--- config.mk ---
export PLATFORM = sky130hd
export DESIGN_NAME = olist_ctrl
export DESIGN_NICKNAME = d
export VERILOG_FILES = /design/src/rtl/core/olist_pkg.sv /design/src/rtl/core/olist_ctrl.sv
export SDC_FILE = /design/constraint.sdc
export NUM_CORES = 1
export LEC_CHECK = 0
export BUFFER_PORTS_ARGS = -buffer_cell sky130_fd_sc_hd__buf_2
export CORE_MARGIN = 10
export CORE_UTILIZATION = 30
export DETAILED_ROUTE_END_ITERATION = 6
export PLACE_DENSITY = 0.53
export SYNTH_ARGS = -nofsm -noshare
export SYNTH_HDL_FRONTEND = slang
export SYNTH_SLANG_ARGS = --single-unit
--- constraint.sdc ---
create_clock -name clk -period 2.6 [get_ports clk]
set_clock_uncertainty 0.05 [all_clocks]
set_input_delay 0.65 -clock clk [delete_from_list [all_inputs] [get_ports clk]]
set_output_delay 0.65 -clock clk [all_outputs]
set_load 0.005 [all_outputs]
--- src/rtl/core/olist_pkg.sv ---
// ---------------------------------------------------------------------------
// olist_pkg
// Shared types and constants for the ordered list engine: slot and link
// widths, request and status codes, and the controller/datapath interface.
// ---------------------------------------------------------------------------
package olist_pkg;

  localparam int CAPACITY = 256;
  localparam int SLOT_W   = $clog2(CAPACITY);
  localparam int LINK_W   = SLOT_W + 1;
  localparam int CNT_W    = $clog2(CAPACITY + 1);

  // fixed field widths of the request and result beats
  localparam int REQ_W  = 3;
  localparam int VAL_W  = 32;
  localparam int POS_W  = 9;
  localparam int STAT_W = 2;

  localparam int CMP_W = (CNT_W > POS_W) ? CNT_W : POS_W;

  localparam logic [LINK_W-1:0] NULL_LINK = LINK_W'(CAPACITY);

  localparam logic [REQ_W-1:0] REQ_INS_POS = 3'd0;
  localparam logic [REQ_W-1:0] REQ_INS_KEY = 3'd1;
  localparam logic [REQ_W-1:0] REQ_DEL_POS = 3'd2;
  localparam logic [REQ_W-1:0] REQ_DEL_KEY = 3'd3;
  localparam logic [REQ_W-1:0] REQ_FIND    = 3'd4;

  localparam logic [STAT_W-1:0] ST_DONE = 2'd0;
  localparam logic [STAT_W-1:0] ST_FULL = 2'd1;
  localparam logic [STAT_W-1:0] ST_MISS = 2'd2;

  // what the link registers capture ahead of a relink
  typedef enum logic [2:0] {
    LD_NONE,
    LD_TAIL,
    LD_POS,
    LD_KEY,
    LD_UNLINK
  } ld_t;

  typedef struct packed {
    logic              accept;
    logic              walk_adv;
    ld_t               ld;
    logic              link1;
    logic              link2;
    logic              unlink;
    logic              resp;
    logic [STAT_W-1:0] status;
    logic              found_en;
  } cmd_t;

  typedef struct packed {
    logic full;
    logic empty;
    logic pos_ok;
    logic pos_hit;
    logic key_hit;
    logic last;
  } sts_t;

endpackage

--- src/rtl/core/olist_ctrl.sv ---
// ---------------------------------------------------------------------------
// olist_ctrl
// Request sequencer: decodes a request, steers the list walk, the relink
// steps and the result register.
// ---------------------------------------------------------------------------
module olist_ctrl
  import olist_pkg::*;
(
  input  logic             clk,
  input  logic             rst_n,
  input  logic             in_valid,
  output logic             in_ready,
  input  logic [REQ_W-1:0] in_req_type,
  output logic             out_valid,
  input  logic             out_ready,
  input  sts_t             sts,
  output cmd_t             cmd
);

  typedef enum logic [6:0] {
    S_IDLE   = 7'b0000001,
    S_DECODE = 7'b0000010,
    S_WALK   = 7'b0000100,
    S_LINK1  = 7'b0001000,
    S_LINK2  = 7'b0010000,
    S_UNLINK = 7'b0100000,
    S_RESP   = 7'b1000000
  } state_t;

  state_t            state_r, state_nxt;
  logic [REQ_W-1:0]  req_r, req_nxt;
  logic [STAT_W-1:0] stat_r, stat_nxt;
  logic              fnd_r, fnd_nxt;
  logic              out_valid_r, out_valid_nxt;
  logic              pos_mode;
  logic              hit;

  assign pos_mode  = (req_r == REQ_INS_POS) || (req_r == REQ_DEL_POS);
  assign hit       = pos_mode ? sts.pos_hit : sts.key_hit;
  assign in_ready  = (state_r == S_IDLE);
  assign out_valid = out_valid_r;

  always_comb begin
    state_nxt     = state_r;
    req_nxt       = req_r;
    stat_nxt      = stat_r;
    fnd_nxt       = fnd_r;
    out_valid_nxt = out_valid_r && !out_ready;
    cmd           = '0;
    cmd.ld        = LD_NONE;
    cmd.status    = stat_r;
    cmd.found_en  = fnd_r;

    unique case (state_r)
      S_IDLE: begin
        if (in_valid) begin
          cmd.accept = 1'b1;
          req_nxt    = in_req_type;
          stat_nxt   = ST_DONE;
          fnd_nxt    = 1'b0;
          state_nxt  = S_DECODE;
        end
      end

      S_DECODE: begin
        unique case (req_r)
          REQ_INS_POS: begin
            if (sts.full) begin
              stat_nxt  = ST_FULL;
              state_nxt = S_RESP;
            end else if (sts.pos_ok) begin
              state_nxt = S_WALK;
            end else begin
              cmd.ld    = LD_TAIL;
              state_nxt = S_LINK1;
            end
          end
          REQ_INS_KEY: begin
            if (sts.full) begin
              stat_nxt  = ST_FULL;
              state_nxt = S_RESP;
            end else if (sts.empty) begin
              cmd.ld    = LD_TAIL;
              state_nxt = S_LINK1;
            end else begin
              state_nxt = S_WALK;
            end
          end
          REQ_DEL_POS: begin
            if (sts.pos_ok) begin
              state_nxt = S_WALK;
            end else begin
              stat_nxt  = ST_MISS;
              state_nxt = S_RESP;
            end
          end
          REQ_DEL_KEY, REQ_FIND: begin
            if (sts.empty) begin
              stat_nxt  = ST_MISS;
              state_nxt = S_RESP;
            end else begin
              state_nxt = S_WALK;
            end
          end
          default: begin
            stat_nxt  = ST_MISS;
            state_nxt = S_RESP;
          end
        endcase
      end

      S_WALK: begin
        if (hit) begin
          unique case (req_r)
            REQ_INS_POS: begin
              cmd.ld    = LD_POS;
              state_nxt = S_LINK1;
            end
            REQ_INS_KEY: begin
              cmd.ld    = LD_KEY;
              state_nxt = S_LINK1;
            end
            REQ_DEL_POS, REQ_DEL_KEY: begin
              cmd.ld    = LD_UNLINK;
              state_nxt = S_UNLINK;
            end
            REQ_FIND: begin
              fnd_nxt   = 1'b1;
              state_nxt = S_RESP;
            end
            default: begin
              stat_nxt  = ST_MISS;
              state_nxt = S_RESP;
            end
          endcase
        end else if (!pos_mode && sts.last) begin
          // no match anywhere: insert after key falls back to the tail
          if (req_r == REQ_INS_KEY) begin
            cmd.ld    = LD_TAIL;
            state_nxt = S_LINK1;
          end else begin
            stat_nxt  = ST_MISS;
            state_nxt = S_RESP;
          end
        end else begin
          cmd.walk_adv = 1'b1;
        end
      end

      S_LINK1: begin
        cmd.link1 = 1'b1;
        state_nxt = S_LINK2;
      end

      S_LINK2: begin
        cmd.link2 = 1'b1;
        state_nxt = S_RESP;
      end

      S_UNLINK: begin
        cmd.unlink = 1'b1;
        state_nxt  = S_RESP;
      end

      S_RESP: begin
        // hold until the result register is free
        if (!out_valid_r || out_ready) begin
          cmd.resp      = 1'b1;
          out_valid_nxt = 1'b1;
          state_nxt     = S_IDLE;
        end
      end
    endcase
  end

  always_ff @(posedge clk) begin
    if (!rst_n) begin
      state_r     <= S_IDLE;
      req_r       <= REQ_INS_POS;
      stat_r      <= ST_DONE;
      fnd_r       <= 1'b0;
      out_valid_r <= 1'b0;
    end else begin
      state_r     <= state_nxt;
      req_r       <= req_nxt;
      stat_r      <= stat_nxt;
      fnd_r       <= fnd_nxt;
      out_valid_r <= out_valid_nxt;
    end
  end

endmodule

==> metrics.yaml, run 1 <==
run_status:
  status: "finished, final reports clean"
setup_path:
  crit_slowest_cell: "or4_4"
  slowest_delay_ps: 580
  cp-start-kind: "flop"
  arrival_ps: 1770
  path_class: "reg -> out"
  r2r_end: "stat_r[0]$_SDFFE_PN0P_"
  critPathBufInv: 1
  r2r_slack_ps: 520
  crit_required_ps: 1900
  end_kind: "output pin"
  reg2reg_depth: 5
  cp_max_fo: 7
  cp_top_family: "simple AND/OR/NAND/NOR gates"
  worstReg2RegStart: "state_r[4]$_SDFFE_PN0P_"
  path_cells: "or4_4 > nor2_2 > nand2_1 > a21boi_0 > buf_2"
synthesis:
  synth_edf_count: 0
  syn_area_um2: 1030
  async_flop_share: 0
  synthFlopType: "dfxtp_1"
  synth_seq_area_share: 0.273
  ys_types: 44
  syn_nets: 145
  synth.avg_cell_area_um2: 7.79
  ys_warn_count: 0
  ys_ff_latch: 14
  syn-instance-count: 132
route:
  routed_wl_mm: 2.91
  drc_errors: 0
  drt-pass1-iter-count: 4
  num_vias: 1057
  drtAntennaViolNets: 0
  wl_per_cell_um: 14.3
  drt-initial-drc-count: 112
  viasPerCell: 5.18
power:
  p_comb_frac: 0.257
  swShare: 0.311
  power.internal_w: 0.000373
  power_density_nw_per_um2: 424
  p_leak_nw: 0.539
  ir_worst_vdd_mv: 0.318
  pwr-share-seq: 0.441
  p_sw_w: 0.000168
  power_w: 0.000541
  clkPwrFrac: 0.302
job:
  drv_cap: 0
placement:
  dpl_cell_area_um2: 1200
  gp_congestion: 0.838
  port_buffers: 26
  hpwlAfterDp_mm: 2.30
  pre_cts_ws_ps: 107
timing:
  hold_viol: 0
  tightestPinTransition_ps: 565
  rsz0062_at_grt: "false"
  max_freq_mhz: 406
  setup_tns_ps: 0
  fin_crit_ps: 2470
  report.final.slew_viol_count: 0
  fin_crit_sh: 0.948
  setup_slack_ps: 134
  slew_headroom: 0.621
  setup_viol: 0
worst_hold_path:
  hold_end: "fnd_r$_SDFFE_PN0P_"
  hold_path_class: "reg -> reg"
  holdCritStartpoint: "fnd_r$_SDFFE_PN0P_"
  min_path_cells: 2
global_routing:
  grt_max_degree: 14
  antenna_found_initial: 0
  grt_pass1_vias: 1036
  grtUsageTotal: 0.0960
  overflow: 0
  grt_pass1_wl_mm: 4.90
clocking:
  clock_path_buffers: 2
  cts_max_level: 1
  clk_latency_ps: 280
  clockRootBuffer: "clkbuf_4"
  cts_tree: "yes"
  cts_made_buffers: 3
  path_clk_slew_ps: 90
  cts_sinks: 14
  cts_hold_buf: 0
floorplan:
  core_area_um2: 3340
  start_util: 0.308
  fp.dieH_um: 78.6
  rows: 21
  io_pins: 27
  die_w_um: 78.6
  dieArea_um2: 6170
final_layout:
  post-route-cell-area_um2: 1270
  nets: 172
  synthToLayoutAreaGrowth_pct: 24.0
  final_util: 0.382
  diodes: 0
  drive_above_1_share: 0.316
==> registers in the layout (all words and copies together) (netlist names) <==
name / cells
fnd_r: 1
req_r: 3
state_r: 7
stat_r: 2
out_valid: 1
==> routing by layer <==
| layer | track usage | up-vias | wire [um] |
|---|---|---|---|
| met5 | 0 | - | 0 |
| met4 | 0.0412 | 0 | 55 |
| met3 | 0.0285 | 4 | 183 |
| met2 | 0.151 | 34 | 1430 |
| met1 | 0.118 | 489 | 1240 |
| li1 | - | 530 | - |
==> synthesized netlist by cell type, types with 4 or more instances <==
| cell | instances | area share |
|---|---|---|
| dfxtp_1 | 14 | 0.27 |
| nor2_1 | 13 | 0.047 |
| nand2_1 | 10 | 0.037 |
| nor2b_1 | 8 | 0.049 |
| clkbuf_1 | 6 | 0.022 |
| inv_1 | 6 | 0.022 |
| nand3_1 | 6 | 0.029 |
| mux2i_1 | 5 | 0.049 |
| nand2b_1 | 5 | 0.030 |
| a21oi_1 | 4 | 0.019 |
| and2_1 | 4 | 0.024 |
| or2_2 | 4 | 0.024 |
==> stage by stage <==
stage / instances / hold WS (ps)
2_1_floorplan: 132 / 394
3_3_place_gp: 200 / 396
3_5_place_dp: 200 / 400
4_1_cts: 204 / 422
5_1_grt: 204 / 439
6_report: 204 / 414
==> area by class of cell <==
class / count / area (um2)
clock buffers: 4 / 36.3
fillers: 361 / 2060
inverters: 6 / 22.5
multi-input cells: 104 / 717
flip-flops and latches: 14 / 282
well taps: 46 / 57.6
repair buffers: 30 / 160
==> power by group through the flow <==
stage               logic, W  clock network, W  registers [W]
finish              0.000139          0.000163       0.000238
global route        0.000155          0.000180       0.000242
CTS                 0.000136          0.000167       0.000238
detailed placement  0.000135                 0       0.000243
global placement    0.000135                 0       0.000243
floorplan           0.000103                 0       0.000232
==> repair_timing <==
item                                    in CTS  in global routing
setup buffers                                0                  0
resized for setup                            0                  7
endpoints found under the setup margin       0                  4
==> cell families after synthesis <==
kind of cell	Yosys count	synth area share
compound gates	32	0.248
buf+inv	14	0.0620
simple gates	65	0.349
mux	6	0.0596
xor+xnor	1	0.00852
flops	14	0.273
==> how the worst max path moves through the flow <==
| stage | startpoint | end | cells after the start |
|---|---|---|---|
| final | state_r[4]$_SDFFE_PN0P_ | cmd[7] | 5 |
| after global routing | state_r[4]$_SDFFE_PN0P_ | cmd[7] | 5 |
| after CTS | state_r[1]$_SDFFE_PN0P_ | cmd[3] | 5 |
| after detailed placement | sts[3] | cmd[7] | 7 |
| after global placement | sts[3] | cmd[7] | 7 |
| after floorplan | sts[3] | cmd[7] | 5 |
==> cell usage in the layout (no fill, tap or decap), drive strengths merged, types with 4 or more instances in the layout <==
master and n:
buf 30, dfxtp 14, nor2 13, nand2 10, nor2b 8, inv 6, nand3 6, nand2b 5
mux2i 5, or2 4, and2 4, a21oi 4, clkbuf 4
==> worst reg2reg max path, stage by stage (launching register included) <==
cell and delay (ps):
dfxtp_1 420, or4_4 580, or3_4 390, o41ai_2 250, a2111oi_2 130, mux2i_1 140
No activity file was read; power rests on OpenSTA's default activity.
==> run 2: changes to the inputs <==
- ABC_AREA: not set -> 1
- CAP_MARGIN: not set -> 5
- CORE_MARGIN: 10 -> not set
==> run 2 against run 1 <==
Against the previous run: total power up 19%; setup slack better by 260 ps; via count up 3.7%; clock power down 2%; area after synthesis up 6.7%; critical path depth up 3; cell area up 3.0%; routed wire length down 11%; clock-buffer cell count unchanged; flip-flop and latch count unchanged; first-iteration DRC count down 53%; largest power group unchanged; highest routed layer is now met3.
==> metrics.yaml, run 2 <==
power:
  p_leak_nw: 0.660
  ir_worst_vdd_mv: 0.192
  power_density_nw_per_um2: 490
run_status:
  status: "finished, final reports clean"
setup_path:
  cp-start-kind: "flop"
  critPathBufInv: 3
  path_class: "reg -> out"
  crit_slowest_cell: "dfxtp_1"
  arrival_ps: 1510
  crit_required_ps: 1900
  path_cells: "inv_2 > nand2_4 > inv_2 > nand2_2 > o21ai_0 > nand3_1 > nand2_1 > buf_2"
  slowest_delay_ps: 370
  cp_top_family: "flip-flops"
  path_common_cell: "inv_2"
  end_kind: "output pin"
  cp_max_fo: 7
timing:
  tightestPinTransition_ps: 332
  setup_tns_ps: 0
  fin_crit_sh: 0.850
  rsz0062_at_grt: "false"
  setup_viol: 0
  hold_viol: 0
  slew_headroom: 0.777
  fin_crit_ps: 2210
  report.final.slew_viol_count: 0
  max_freq_mhz: 452
global_routing:
  grt_max_degree: 9
  grtUsageTotal: 0.141
  grt_pass1_vias: 1015
  use_met3: 0.0182
  busiest_layer: "met2"
  antenna_found_initial: 0
  overflow: 0
  grt_use_met1: 0.187
  grt_pass1_wl_mm: 4.37
  gr-usage-met2: 0.234
final_layout:
  synthToLayoutAreaGrowth_pct: 19.7
  largest_reg_flops: 7
  diodes: 0
  post-route-cell-area_um2: 1310
  nets: 214
  regMostFlops: "state_r"
  drive_above_1_share: 0.335
  reg_top3: "state_r: 7 flops, req_r: 3 flops, stat_r: 2 flops"
  final_common_cell: "nand2_1"
  mostFrequentLayoutCells: "nand2_1, nor2_1, buf_2"
floorplan:
  rows: 21
  start_util: 0.321
  core_area_um2: 3420
  fp.dieH_um: 62.5
  dieArea_um2: 3900
  io_pins: 27
  die_w_um: 62.5
synthesis:
  synthFlopType: "dfxtp_1"
  syn_nets: 184
  synthTopCellsByArea: "dfxtp_1, nand2_1, nor2_1"
  syn-instance-count: 171
  synth.avg_cell_area_um2: 6.42
  async_flop_share: 0
  yosysMostFrequentCell: "nand2_1"
  syn_area_um2: 1100
  synth_top_area_frac: 0.255
  synth_seq_area_share: 0.255
  synth_edf_count: 0
  ys_warn_count: 0
  ys_types: 23
  ys_ff_latch: 14
  synth_common_cells: "nand2_1, nor2_1, inv_1"
  synth_top_cell_by_area: "dfxtp_1"
route:
  drt-initial-drc-count: 53
  drc_errors: 0
  drtAntennaViolNets: 0
  wl_per_cell_um: 10.5
  drt-pass1-iter-count: 4
  routed_wl_mm: 2.59
  num_vias: 1096
  viasPerCell: 4.46
clocking:
  ctsResizeCount: 0
  cts_tree: "yes"
  cts_sinks: 14
  cts_max_level: 1
  clock_path_buffers: 2
  path_clk_slew_ps: 90
  cts_setup_buffers: 0
  cts_made_buffers: 3
  clockRootBuffer: "clkbuf_4"
  clk_latency_ps: 280
  cts_hold_buf: 0
placement:
  hpwlAfterDp_mm: 2.12
  gp_congestion: 0.856
  port_buffers: 26
  dpl_cell_area_um2: 1280
worst_hold_path:
  hold_path_class: "reg -> reg"
job:
  drv_cap: 0
-- run 2: changes by cell type after synthesis, moves of 6 or more --
cell,delta
clkbuf_1,-6
inv_1,+10
inv_2,+11
nand2_1,+21
nand2_2,+10
nor2_1,+16
nor2b_1,-8
o21ai_0,+11
-- run 2: path summary, 6_finish.rpt --
kind | from | endpoint | slack [ps] | cells after the start
worst max-delay path | req_r[2]$_SDFFE_PN0P_ | cmd[7] | 390 | 8
worst min register to register | fnd_r$_SDFFE_PN0P_ | fnd_r$_SDFFE_PN0P_ | 430 | 2
worst max register to register | state_r[2]$_SDFFE_PN0P_ | stat_r[0]$_SDFFE_PN0P_ | 1110 | 10
worst min-delay path | fnd_r$_SDFFE_PN0P_ | fnd_r$_SDFFE_PN0P_ | 430 | 2
-- run 2: where the power goes --
part / internal, W / switching [W] / leakage [nW] / total, W
combinational: 0.0000825 / 0.000148 / 0.524 / 0.000231
clock: 0.0000851 / 0.0000743 / 0.0210 / 0.000159
sequential: 0.000233 / 0.0000201 / 0.114 / 0.000253
total: 0.000401 / 0.000243 / 0.660 / 0.000644
-- run 2: worst register-to-register path, stage by stage (launching register included) --
cell and delay, ps:
dfxtp_1 340, nor2_1 230, nand2_1 130, nor2_4 170, nand3_1 110, nand2_2 130
nor2_8 50, nand2_2 50, nand2_1 50, nand2_1 50, nor2_1 40
-- run 2: cells by family after synthesis --
kind of cell,share of synthesized area
buf+inv,0.0992
simple gates,0.535
compound gates,0.111
flops,0.255
-- run 2: per-stage QoR --
stage	hold slack [ps]	setup WS [ps]	util	std cells	power [W]
floorplan	390	851	-	171	0.000433
global placement	412	599	0.374	242	0.000492
detailed placement	410	594	0.374	242	0.000490
CTS	424	409	0.385	246	0.000652
global route	456	262	0.385	246	0.000695
finish	426	390	0.385	246	0.000644
-- run 2: per-layer routing --
metal / share of wire / wire (um)
met1: 0.49 / 1260
met2: 0.48 / 1240
met3: 0.034 / 89
met4: 0 / 0
met5: 0 / 0
-- run 2: final cells by class --
cell class	instances	area, um2
tap	46	57.6
inverter	27	101
fill	401	2100
sequential	14	280
multi-input combinational	129	708
timing repair buffer	26	130
clock buffer	4	36.3
==> run 3: changes to the inputs <==
- CORE_ASPECT_RATIO: not set -> 0.6
==> run 3 against run 2 <==
Against the previous run: critical path depth is the same; die area increased by 0.19%; sequential power barely moved; largest power group unchanged; hold slack got worse by 6.6 ps; cell count fell by 0.41%.
==> metrics.yaml, run 3 (synthesized netlist as in run 2, its figures left out) <==
run_status:
  status: "finished, final reports clean"
final_layout:
  multiInputGateArea_um2: 708
  fill_cells: 362
  final_common_cell: "nand2_1"
  final_util: 0.396
  reg_top3: "state_r: 7 flops, req_r: 3 flops, stat_r: 2 flops"
  diodes: 0
  regMostFlops: "state_r"
  synthToLayoutAreaGrowth_pct: 21.3
  regArea_um2: 280
  nets: 214
  mostFrequentLayoutCells: "nand2_1, nor2_1, buf_2"
  drive_above_1_share: 0.335
  largest_reg_flops: 7
timing:
  rsz0062_at_grt: "false"
  tightestPinTransition_ps: 311
  report.final.slew_viol_count: 0
  fin_crit_sh: 0.847
  max_freq_mhz: 454
  setup_viol: 0
  setup_tns_ps: 0
  slew_headroom: 0.792
  fin_crit_ps: 2200
  hold_viol: 0
clocking:
  cts_sinks: 14
  clock_path_buffers: 2
  clk_latency_ps: 240
  cts_max_level: 1
  cts_setup_buffers: 0
  path_clk_slew_ps: 60
  cts_hold_buf: 0
  cts_made_buffers: 3
  ctsResizeCount: 0
  clockRootBuffer: "clkbuf_8"
  cts_tree: "yes"
floorplan:
  fp.dieH_um: 48.8
  die_w_um: 80.1
  core_area_um2: 3360
  rows: 16
  start_util: 0.326
  io_pins: 27
  dieArea_um2: 3910
global_routing:
  antenna_found_initial: 0
  grt_pass1_wl_mm: 4.76
  busiest_layer: "met1"
  grt_max_degree: 9
  overflow: 0
  use_met3: 0.0449
  grtUsageTotal: 0.159
  grt_use_met1: 0.258
  grt_pass1_vias: 1009
  gr-usage-met2: 0.201
power:
  ir_worst_vdd_mv: 0.254
  p_leak_nw: 0.668
  power_density_nw_per_um2: 529
route:
  routed_wl_mm: 2.78
  drtAntennaViolNets: 0
  viasPerCell: 4.70
  num_vias: 1152
  drt-pass1-iter-count: 4
  wl_per_cell_um: 11.3
  drt-initial-drc-count: 103
  drc_errors: 0
setup_path:
  end_kind: "output pin"
  r2r_slack_ps: 1040
  arrival_ps: 1500
  crit_required_ps: 1900
  path_class: "reg -> out"
  cp-start-kind: "flop"
  cp_max_fo: 7
worst_hold_path:
  hold_path_class: "reg -> reg"
placement:
  hpwlAfterDp_mm: 2.24
  port_buffers: 26
  gp_congestion: 0.846
job:
  drv_cap: 0
run 3: cell count changes in the layout (fill, tap and decap cells not counted):
| cell | delta |
|---|---|
| clkbuf_8 | +3 |
| clkbuf_4 | -3 |
run 3: power breakdown:
part | switching (W) | internal (W) | leakage [nW]
combinational | 0.000154 | 0.0000825 | 0.524
clock | 0.0000792 | 0.000134 | 0.0288
sequential | 0.0000209 | 0.000234 | 0.114
run 3: cell type report:
| cell class | count | share of cell area |
|---|---|---|
| clock buffers | 4 | 0.0414 |
| flip-flops and latches | 14 | 0.211 |
| repair buffers | 26 | 0.0977 |
| well taps | 45 | 0.0423 |
| multi-input cells | 129 | 0.532 |
| inverters | 27 | 0.0761 |
run 3: path summary, 6_finish.rpt:
check                                             start                      to  depth (start not counted)
worst min register to register       fnd_r$_SDFFE_PN0P_      fnd_r$_SDFFE_PN0P_                          2
worst min-delay path                 fnd_r$_SDFFE_PN0P_      fnd_r$_SDFFE_PN0P_                          2
worst max-delay path              req_r[2]$_SDFFE_PN0P_                  cmd[7]                          8
worst max register to register  state_r[2]$_SDFFE_PN0P_  stat_r[0]$_SDFFE_PN0P_                         10
run 3: metrics by stage:
step                      instances  hold slack [ps]  area, um2  total power [W]  setup WS (ps)
final                           245              419       1330         0.000704            398
after global routing            245              458       1330         0.000757            268
after CTS                       245              421       1330         0.000711            424
after detailed placement        241              405       1280         0.000491            572
after global placement          241              399       1280         0.000492            596
after floorplan                 171              390       1100         0.000433            851
run 3: layer usage:
metal | vias to the layer above | wire length, um
met2 | 46 | 985
met4 | 0 | 13
met1 | 498 | 1500
met3 | 2 | 278
li1 | 606 | -
met5 | - | 0
run 3: worst max-delay path, cell delays in order (launching register included):
cell and delay, ps:
dfxtp_1 350, inv_2 160, nand2_4 90, inv_2 100, nand2_2 80, o21ai_0 160
nand3_1 130, nand2_1 80, buf_2 100
